[config.mk]
export PLATFORM = sky130hd
export DESIGN_NAME = button_debounce_click_detector_unit
export DESIGN_NICKNAME = d
export VERILOG_FILES = /design/src/rtl/bdc_pkg.sv /design/src/rtl/bdc_cfg.sv /design/src/rtl/bdc_core.sv /design/src/rtl/button_debounce_click_detector_unit.sv
export SDC_FILE = /design/constraint.sdc
export NUM_CORES = 2
export LEC_CHECK = 0
export BUFFER_PORTS_ARGS = -buffer_cell sky130_fd_sc_hd__clkbuf_2
export CORE_ASPECT_RATIO = 2
export CORE_MARGIN = 2
export CORE_UTILIZATION = 35
export CTS_CLUSTER_DIAMETER = 30
export DETAILED_ROUTE_END_ITERATION = 10
export PLACE_DENSITY_LB_ADDON = 0.15
export SLEW_MARGIN = 15
export SYNTH_ARGS = -nofsm -noshare
export SYNTH_HDL_FRONTEND = slang
export SYNTH_HIERARCHICAL = 1
export SYNTH_SLANG_ARGS = --single-unit
[constraint.sdc]
create_clock -name clk -period 17.37 [get_ports clk]
set_input_delay 0 -clock clk [delete_from_list [all_inputs] [get_ports clk]]
set_output_delay 0 -clock clk [all_outputs]
set_load 0.005 [all_outputs]
[src/rtl/bdc_pkg.sv]
// Shared types and constants for the button debounce and click detector.
`timescale 1ns / 1ps
package bdc_pkg;

  localparam int NUM_BUTTONS = 8;
  localparam int IDX_W       = 3;
  localparam int TIME_W      = 32;
  localparam int CFG_IDX_W   = 3;
  localparam int CFG_DATA_W  = 16;
  localparam int IN_DATA_W   = 40;
  localparam int OUT_DATA_W  = 48;

  localparam logic [7:0]  SETTLE_RESET = 8'd10;
  localparam logic [15:0] WINDOW_RESET = 16'd300;

  typedef enum logic [CFG_IDX_W-1:0] {
    CFG_SETTLE_COUNT  = 3'd0,
    CFG_DOUBLE_CLICK  = 3'd1,
    CFG_EXCLUSIVE     = 3'd2,
    CFG_PRESSED_LEVEL = 3'd3,
    CFG_BUTTON_COUNT  = 3'd4
  } cfg_index_t;

  typedef struct packed {
    logic [7:0]  settle_count;
    logic [15:0] double_click_ms;
    logic        exclusive_mode;
    logic        pressed_level;
    logic [3:0]  button_count;
  } cfg_t;

  typedef struct packed {
    logic [TIME_W-1:0] now_ms;
    logic              pin_level;
    logic [IDX_W-1:0]  button_index;
  } item_t;

  typedef struct packed {
    logic [TIME_W-1:0] held_ms;
    logic              debounced_level;
    logic              double_click;
    logic              click;
    logic              went_up;
    logic              went_down;
    logic              state_changed;
    logic [IDX_W-1:0]  button_id;
  } result_t;

  typedef struct packed {
    logic              stable_level;
    logic              previous_raw;
    logic [7:0]        agree_count;
    logic [TIME_W-1:0] press_time;
    logic [TIME_W-1:0] last_click_time;
    logic [TIME_W-1:0] hold_duration;
    logic              click_valid;
  } btn_state_t;

endpackage

[src/rtl/bdc_cfg.sv]
// Configuration register bank for the button debounce and click detector.
`timescale 1ns / 1ps
module bdc_cfg (
  input  logic                            clk,
  input  logic                            rst_n,
  input  logic                            cfg_we,
  input  logic [bdc_pkg::CFG_IDX_W-1:0]   cfg_index,
  input  logic [bdc_pkg::CFG_DATA_W-1:0]  cfg_wdata,
  output bdc_pkg::cfg_t                   cfg
);

  bdc_pkg::cfg_t cfg_r;

  always_ff @(posedge clk) begin
    if (!rst_n) begin
      cfg_r.settle_count    <= bdc_pkg::SETTLE_RESET;
      cfg_r.double_click_ms <= bdc_pkg::WINDOW_RESET;
      cfg_r.exclusive_mode  <= 1'b0;
      cfg_r.pressed_level   <= 1'b0;
      cfg_r.button_count    <= 4'd0;
    end else if (cfg_we) begin
      unique case (cfg_index)
        bdc_pkg::CFG_SETTLE_COUNT:  cfg_r.settle_count    <= cfg_wdata[7:0];
        bdc_pkg::CFG_DOUBLE_CLICK:  cfg_r.double_click_ms <= cfg_wdata[15:0];
        bdc_pkg::CFG_EXCLUSIVE:     cfg_r.exclusive_mode  <= cfg_wdata[0];
        bdc_pkg::CFG_PRESSED_LEVEL: cfg_r.pressed_level   <= cfg_wdata[0];
        bdc_pkg::CFG_BUTTON_COUNT:  cfg_r.button_count    <= cfg_wdata[3:0];
        default: ; // unknown index: drop the write
      endcase
    end
  end

  assign cfg = cfg_r;

endmodule

[src/rtl/bdc_core.sv]
// Per-button state table and single-pass debounce and click update.
`timescale 1ns / 1ps
module bdc_core (
  input  logic             clk,
  input  logic             rst_n,
  input  logic             fire,
  input  bdc_pkg::item_t   item,
  input  bdc_pkg::cfg_t    cfg,
  output bdc_pkg::result_t res
);

  bdc_pkg::btn_state_t state_r [bdc_pkg::NUM_BUTTONS];
  bdc_pkg::btn_state_t cur;
  bdc_pkg::btn_state_t upd_nxt;

  logic                       active;
  logic                       flipped;
  logic [7:0]                 cnt_inc;
  logic [bdc_pkg::TIME_W-1:0] click_diff;
  logic                       in_window;
  logic                       window_over;
  logic                       is_down;

  assign cur         = state_r[item.button_index];
  assign active      = {1'b0, item.button_index} < cfg.button_count;
  assign cnt_inc     = cur.agree_count + 8'd1;
  assign click_diff  = item.now_ms - cur.last_click_time;
  assign in_window   = cur.click_valid && (click_diff <= {16'd0, cfg.double_click_ms});
  assign window_over = click_diff >= {16'd0, cfg.double_click_ms};

  always_comb begin
    upd_nxt = cur;
    flipped = 1'b0;
    res     = '0;
    res.button_id = item.button_index;

    // Debounce: count agreeing samples that differ from the settled level
    if (item.pin_level != cur.stable_level) begin
      if (item.pin_level == cur.previous_raw) begin
        upd_nxt.agree_count = cnt_inc;
        if (cnt_inc == cfg.settle_count) begin
          upd_nxt.stable_level = ~cur.stable_level;
          upd_nxt.agree_count  = 8'd0;
          flipped              = 1'b1;
        end
      end else begin
        upd_nxt.agree_count = 8'd0;
      end
      upd_nxt.previous_raw = item.pin_level;
    end

    is_down = upd_nxt.stable_level == cfg.pressed_level;

    if (flipped) begin
      res.state_changed     = 1'b1;
      upd_nxt.hold_duration = '0;
      if (!is_down) begin
        res.went_up = 1'b1;
        if (cfg.exclusive_mode) begin
          if (in_window) begin
            res.double_click    = 1'b1;
            upd_nxt.click_valid = 1'b0;
          end else begin
            upd_nxt.last_click_time = item.now_ms;
            upd_nxt.click_valid     = 1'b1;
          end
        end else begin
          res.double_click        = in_window;
          res.click               = 1'b1;
          upd_nxt.last_click_time = item.now_ms;
          upd_nxt.click_valid     = 1'b1;
        end
        upd_nxt.press_time = '0;
      end else begin
        res.went_down      = 1'b1;
        upd_nxt.press_time = item.now_ms;
      end
    end else if (is_down) begin
      upd_nxt.hold_duration = item.now_ms - cur.press_time;
    end else if (cfg.exclusive_mode && cur.click_valid && window_over) begin
      // window ran out with no second click: release the pending single click
      res.click           = 1'b1;
      upd_nxt.click_valid = 1'b0;
    end

    // Inactive button: hold state, report stored level and hold time only
    if (!active) begin
      upd_nxt = cur;
      res     = '0;
      res.button_id = item.button_index;
    end

    res.debounced_level = upd_nxt.stable_level;
    res.held_ms         = upd_nxt.hold_duration;
  end

  always_ff @(posedge clk) begin
    if (!rst_n) begin
      for (int i = 0; i < bdc_pkg::NUM_BUTTONS; i++) begin
        state_r[i] <= '0;
      end
    end else if (fire && active) begin
      state_r[item.button_index] <= upd_nxt;
    end
  end

endmodule

[src/rtl/button_debounce_click_detector_unit.sv]
// An accepted item waits in the input register; its result is then registered
// in the output register. Throughput: one item per cycle while the output is
// not stalled; the per-button update is one pass between the input register
// and the result register, so a sample of the same button may follow in the very next cycle.
// Reset (rst_n low, synchronous): both stages empty, all button state zero,
// configuration back to settle 10, window 300 ms, no buttons in use.
`timescale 1ns / 1ps
module button_debounce_click_detector_unit (
  input  logic                            clk,
  input  logic                            rst_n,
  input  logic                            in_tvalid,
  output logic                            in_tready,
  // [2:0] button_index, [3] pin_level, [35:4] now_ms, [39:36] zero
  input  logic [bdc_pkg::IN_DATA_W-1:0]   in_tdata,
  output logic                            out_tvalid,
  input  logic                            out_tready,
  // [2:0] button_id, [3] state_changed, [4] went_down, [5] went_up, [6] click,
  // [7] double_click, [8] debounced_level, [40:9] held_ms, [47:41] zero
  output logic [bdc_pkg::OUT_DATA_W-1:0]  out_tdata,
  input  logic                            cfg_we,
  input  logic [bdc_pkg::CFG_IDX_W-1:0]   cfg_index,
  input  logic [bdc_pkg::CFG_DATA_W-1:0]  cfg_wdata
);

  bdc_pkg::cfg_t    cfg;
  bdc_pkg::item_t   s1_item_r;
  bdc_pkg::result_t res;
  bdc_pkg::result_t out_res_r;
  logic             s1_valid_r;
  logic             out_valid_r;
  logic             advance;

  assign advance   = s1_valid_r && (!out_valid_r || out_tready);
  assign in_tready = !s1_valid_r || advance;

  bdc_cfg u_cfg (
    .clk       (clk),
    .rst_n     (rst_n),
    .cfg_we    (cfg_we),
    .cfg_index (cfg_index),
    .cfg_wdata (cfg_wdata),
    .cfg       (cfg)
  );

  bdc_core u_core (
    .clk   (clk),
    .rst_n (rst_n),
    .fire  (advance),
    .item  (s1_item_r),
    .cfg   (cfg),
    .res   (res)
  );

  always_ff @(posedge clk) begin
    if (!rst_n) begin
      s1_valid_r <= 1'b0;
    end else if (in_tready) begin
      s1_valid_r <= in_tvalid;
    end
  end

  always_ff @(posedge clk) begin
    if (in_tvalid && in_tready) begin
      s1_item_r <= in_tdata[35:0];
    end
  end

  always_ff @(posedge clk) begin
    if (!rst_n) begin
      out_valid_r <= 1'b0;
    end else if (advance) begin
      out_valid_r <= 1'b1;
    end else if (out_tready) begin
      out_valid_r <= 1'b0;
    end
  end

  always_ff @(posedge clk) begin
    if (advance) begin
      out_res_r <= res;
    end
  end

  assign out_tvalid = out_valid_r;
  assign out_tdata  = {7'd0, out_res_r};

  // A flip is always exactly one of press or release
  a_change_kind: assert property (@(posedge clk) disable iff (!rst_n)
    out_valid_r |-> (out_res_r.state_changed == (out_res_r.went_down ^ out_res_r.went_up)))
    else $error("state change not matched by one press or release");

  // Double clicks only come with a release
  a_dbl_on_release: assert property (@(posedge clk) disable iff (!rst_n)
    (out_valid_r && out_res_r.double_click) |-> out_res_r.went_up)
    else $error("double click without release");

  // A press never carries a click
  a_no_click_on_press: assert property (@(posedge clk) disable iff (!rst_n)
    (out_valid_r && out_res_r.went_down) |-> !out_res_r.click)
    else $error("click reported on press");

  // A held item in the input stage blocks new input
  a_stage_hold: assert property (@(posedge clk) disable iff (!rst_n)
    (s1_valid_r && !advance) |-> !in_tready)
    else $error("input accepted while stage is stalled");

  // A stalled result stays in the output register
  a_result_hold: assert property (@(posedge clk) disable iff (!rst_n)
    (out_valid_r && !out_tready) |=> (out_valid_r && $stable(out_res_r)))
    else $error("stalled result lost or changed");

endmodule

## After elaboration in Yosys (flattened, before gate mapping)

Memories as Yosys holds them, arrays and structs flattened. A register that Yosys moved wholly into a read port is not among the register bits.
Index checks and enable logic that the tools add are counted.

- Memories: 1
- Word-level logic and storage cells: 96
- Flip-flop bits (word level): 109
- Bits in writable memories: 856

- Bitwise operators: 3
- Reduce and logical (&&, ||, !) cells: 20
- Add/sub/neg operators: 3
- Mux-type cells: 40
- Magnitude comparators: 3
- Equality and inequality tests: 8

Memories:

| memory | depth | width | rd ports | clocked after Yosys merged registers in | wr ports | RTL line | RTL |
|---|---|---|---|---|---|---|---|
| u_core.state_r | 8 | 107 | 1 | 1 | 8 | bdc_core.sv:12 | `bdc_pkg::btn_state_t state_r [bdc_pkg::NUM_BUTTONS];` |

Operator list:

| kind | count |
|---|---|
| 107-bit two-way mux | 2 |
| 32-bit two-way mux | 5 |
| 107-bit OR reduction | 1 |
| 64-bit two-way mux | 1 |
| 32-bit subtractor | 2 |
| 33-bit two-way mux | 1 |
| 32-bit by 16-bit >= comparator with 1-bit output | 1 |
| 32-bit by 16-bit less-or-equal comparator with 1-bit output | 1 |
| 1-bit two-way mux | 24 |
| 8-bit two-way mux | 2 |
| 3-bit two-way mux | 4 |
| 2-bit AND reduction | 6 |
| 10-bit two-way mux | 1 |
| 8-bit by 1-bit adder with 8-bit output (second input constant) | 1 |
| 8-bit == test | 1 |
| 3-bit by 2-bit == test with 1-bit output (second input constant) | 2 |
| 1-bit logical AND | 6 |
| 3-bit by 4-bit < comparator with 1-bit output | 1 |
| 3-bit by 1-bit == test with 1-bit output (second input constant) | 1 |
| 3-bit == test (second input constant) | 1 |
| 3-bit logical NOT | 1 |
| 1-bit NOT | 3 |
| 3-bit OR reduction | 1 |
| 1-bit == test | 2 |
| 4 further kinds | 6 |

## Logic depth before layout (Yosys ltp)

- Word-level depth: 10
- Depth in mapped cells: 33

## Cells and area by module

Netlist, hierarchy kept.

Modules (own cells, without submodules):

| module | area an instance (um2) | cells an instance | instances |
|---|---|---|---|
| bdc_core | 41944.0 | 3615 | 1 |
| button_debounce_click_detector_unit | 2472.4 | 94 | 1 |
| bdc_cfg | 1222.4 | 125 | 1 |

## Least setup slack after synthesis

No wires, ideal clock.

- Path type: reg2reg
- Start: register s1_item_r[2] (netlist bit)
- End: memory u_core/state_r[0][33] (netlist bit), data pin
- Arrival: 6.901 ns
- Path buffers: 9
- Data required time: 17.098 ns
- Period minus slack after synthesis: 7.173 ns
- Cell stages (with the launch flop): 32
- Setup slack: 10.197 ns
- Setup time: 0.272 ns
- Cells stage by stage: edfxtp_1 buf_2 buf_2 buf_2 buf_1 clkbuf_1 buf_1 buf_1 buf_1 mux2i_1 o21ai_0 nand2_1 nand3_1 inv_1 ha_1 a21o_1 o21ai_0 a21oi_1 or3_1 xor2_1 ha_1 a21o_1 a21oi_1 o21ai_0 a21o_1 a21oi_1 o21ai_0 a21boi_0 o41ai_2 buf_4 mux2i_1 nor2_1

RTL lines:

| item | RTL line | RTL |
|---|---|---|
| start, declared | button_debounce_click_detector_unit.sv:26 | `bdc_pkg::item_t s1_item_r;` |
| start signal, assigned | button_debounce_click_detector_unit.sv:64 | `s1_item_r <= in_tdata[35:0];` |
| end, declared | bdc_core.sv:12 |  |

==> results.yml <==
cts:
  cts_tree: "done"
  clock_sinks: 965
  cts_setup_buffers: 0
  path_clk_slew_ps: 60
  cts_max_path_buffers: 3
  root_buffer: "clkbuf_16"
  htreeDepth: 4
  cts_made_buffers: 135
  worstSkewPairLatency_ps: 760
global_routing:
  antenna_found_initial: 3
  grt_pass1_wl_um: 237600
  grt_start_max_net_pins: 84
  grt_pass1_vias: 33850
  overflow: 0
  grt_usage: 0.2478
logic_synthesis:
  synth_edf_count: 933
  synth_top_family_by_area: "simple AND/OR/NAND/NOR gates"
  synth_cell_types: 91
  synth-main-ff-cell: "edfxtp_1"
  ys_top_cells_by_area: "edfxtp_1, nor2_1, a22oi_1"
  synth_top_area_frac: 0.6139
  synth_area_um2: 45640
  synth-compound-area-share: 0.1242
  yosys_warnings: 6
  yosysSeqAreaShare: 0.6279
  synth_area_per_cell_um2: 11.90
  synth_area_leader_cell: "edfxtp_1"
  ys_ff_latch: 965
  synth_fa_ha_area_frac: 0.02336
  async_reset_ff_frac: 0
  muxShareOfSynthArea: 0.04381
  synthSimpleGateAreaFrac: 0.1345
  syn_inst: 3834
  synth_xor_area_frac: 0.01055
drt:
  dr.pass1.iters: 5
  wl_per_cell_um: 28.88
  vias: 33020
  ant_nets: 0
  drt_wl_total_um: 167500
  initialDrtViolationCount: 2527
  drt-vias-per-instance: 5.693
  drcViolationCount: 0
timing:
  fin_crit_sh: 0.5178
  finClkSkew_ps: 30.00
  drv_slew: 0
  fin_crit_ps: 8994
  final_hold_viol_count: 0
  max_slew_margin: 0.2544
  setup_viol: 0
  rsz0062_at_grt: "no"
  tns_ps: 0
  worst_pin_slew_ps: 1115
  fmax_ghz: 0.1112
  holdWs_ps: 29.99
worst_setup_path:
  cp_top_family: "buffers and inverters"
  cp.arrival_ps: 9460
  start_kind: "flip-flop"
  path_class: "flip-flop to flip-flop"
  path_buf_inv: 5
  slowest_delay_ps: 710
  required_ps: 17840
  path_max_fanout: 77
  cp_slowest_cell: "buf_4"
  end_kind: "flip-flop"
placement:
  port_buffers: 102
  place_area_um2: 47920
  gp_congestion: 0.8525
  dp.cells: 5439
  dp_hpwl_um: 95480
worst_hold_path:
  min_path_type: "primary input to flip-flop"
finish:
  mostFrequentLayoutCells: "nor2_1, edfxtp_1, a22oi_1, nand2_1, clkbuf_16"
  final_core_util: 0.4151
  final-seq-area_um2: 28660
  fin_nets: 4139
  fillers: 12230
  multi_input_area_um2: 15610
  final_cells: 5800
  final_cell_area_um2: 53800
  final_common_cell: "nor2_1"
  syn_to_final_growth_pct: 17.89
  drive_above_1_share: 0.1360
power:
  powerDensity_nw_per_um2: 119.2
  power_leakage_nw: 19.21
  ir_drop_mv: 0.1009
floorplan:
  fp.dieH_um: 514.7
  core_area_um2: 129600
  pin_count: 114
  dieArea_um2: 133500
  initial_core_util: 0.3521
  die_w_um: 259.3
  rows: 187
run_status:
  outcome: "finished, final reports clean"
run:
  maxCapViolations: 0
==> cells in the mapped netlist (15+ instances only) <==
cell        n
a21o_1     24
a21oi_1   121
a221oi_1   69
a22o_1     39
a22oi_1   191
a31oi_1    20
a31oi_4    21
and2_1     15
and3_1     35
and4_1     26
buf_1      23
buf_2      22
buf_4      50
clkbuf_1  194
dfxtp_1    32
edfxtp_1  933
ha_1       82
inv_1      82
mux2_2     44
mux2i_1   112
mux4_2     17
nand2_1   165
nand2b_1   17
nand3_1    36
nand4_1    21
nor2_1    988
nor2b_1    31
nor3_1     44
o21a_1     18
o21ai_0    85
o22ai_1    31
xnor2_1    33
xor2_1     22
==> power by group <==
| group | switching (mW) | leakage (nW) | internal (mW) | total [mW] |
|---|---|---|---|---|
| combinational | 0.573 | 7.08 | 0.247 | 0.820 |
| clock | 1.10 | 2.28 | 1.81 | 2.90 |
| sequential | 0.0429 | 9.85 | 2.64 | 2.69 |
==> timing repair <==
item	4_1_cts	5_1_grt
gates resized for setup	0	0
hold endpoints to repair	68	0
hold buffers	116	0
==> worst paths after layout <==
path / start / endpoint / slack [ps] / depth (start not counted)
setup / recovery: s1_item_r[2]$_DFFE_PP_ / u_core/state_r[1][52]$_SDFFCE_PN0P_ / 8380 / 27
hold / removal: in_tdata[18] / s1_item_r[18]$_DFFE_PP_ / 30 / 2
setup reg to reg: s1_item_r[2]$_DFFE_PP_ / u_core/state_r[1][52]$_SDFFCE_PN0P_ / 8380 / 27
hold reg to reg: u_cfg/cfg[10]$_SDFFE_PN0P_ / u_cfg/cfg[10]$_SDFFE_PN0P_ / 460 / 2
==> worst register-to-register path, cell delays in order (launching register included) <==
cell      delay [ps]
edfxtp_1         310
buf_4            650
buf_4            710
buf_4            750
nor2_4           160
buf_12           310
a221oi_1         400
nand3_1          220
ha_1             280
fa_1             440
nand2b_1         180
a21oi_1          530
o21ai_0          190
a21oi_1          180
or3_1            170
xor2_1           170
ha_1             270
a21o_1           160
a21oi_1          150
o21ai_0          110
a21o_1           180
a21oi_1          120
o21ai_0          140
a21boi_0         230
o41ai_4          260
buf_4            640
mux2i_1          710
nor2_1           100
==> area by class of cell <==
class | count | share of cell area
tap | 1701 | 0.03956
inverter | 83 | 0.005791
clock inverter | 92 | 0.02214
clock buffer | 151 | 0.06549
timing repair buffer | 304 | 0.04423
antenna | 2 | 0.00009302
multi-input combinational | 2502 | 0.2901
sequential | 965 | 0.5326
==> flip-flops by register name (all words and copies together), names as in the netlist <==
signal	flops
u_core/state_r	856
s1_valid_r	1
out_tvalid	1
s1_item_r	36
out_tdata	41
u_cfg/cfg	30
==> kinds of logic (layout without fill, tap and decap cells) <==
group	after synthesis	in the layout
and+or+nand+nor	1432	1432
DFF	965	965
AOI/OAI and AO/OA	751	751
buffers and inverters	373	630
muxes	173	173
adders and majority gates	84	84
xor gates and xnor gates	55	55
other	1	9
==> metal layers <==
layer | vias to the layer above | share of wire | GRT usage
li1 | 14470 | - | -
met1 | 16990 | 0.38 | 0.2851
met2 | 1231 | 0.52 | 0.4552
met3 | 321 | 0.053 | 0.03181
met4 | 2 | 0.042 | 0.1076
met5 | - | 0.000060 | 0
==> per-stage QoR <==
stage / power, mW / setup slack, ps
after floorplan: 3.236 / 10200
after global placement: 3.528 / 8541
after detailed placement: 3.532 / 8527
after CTS: 6.454 / 8485
after global routing: 6.600 / 8038
final: 6.412 / 8376
Note: power is estimated with default switching activity, not from simulation.
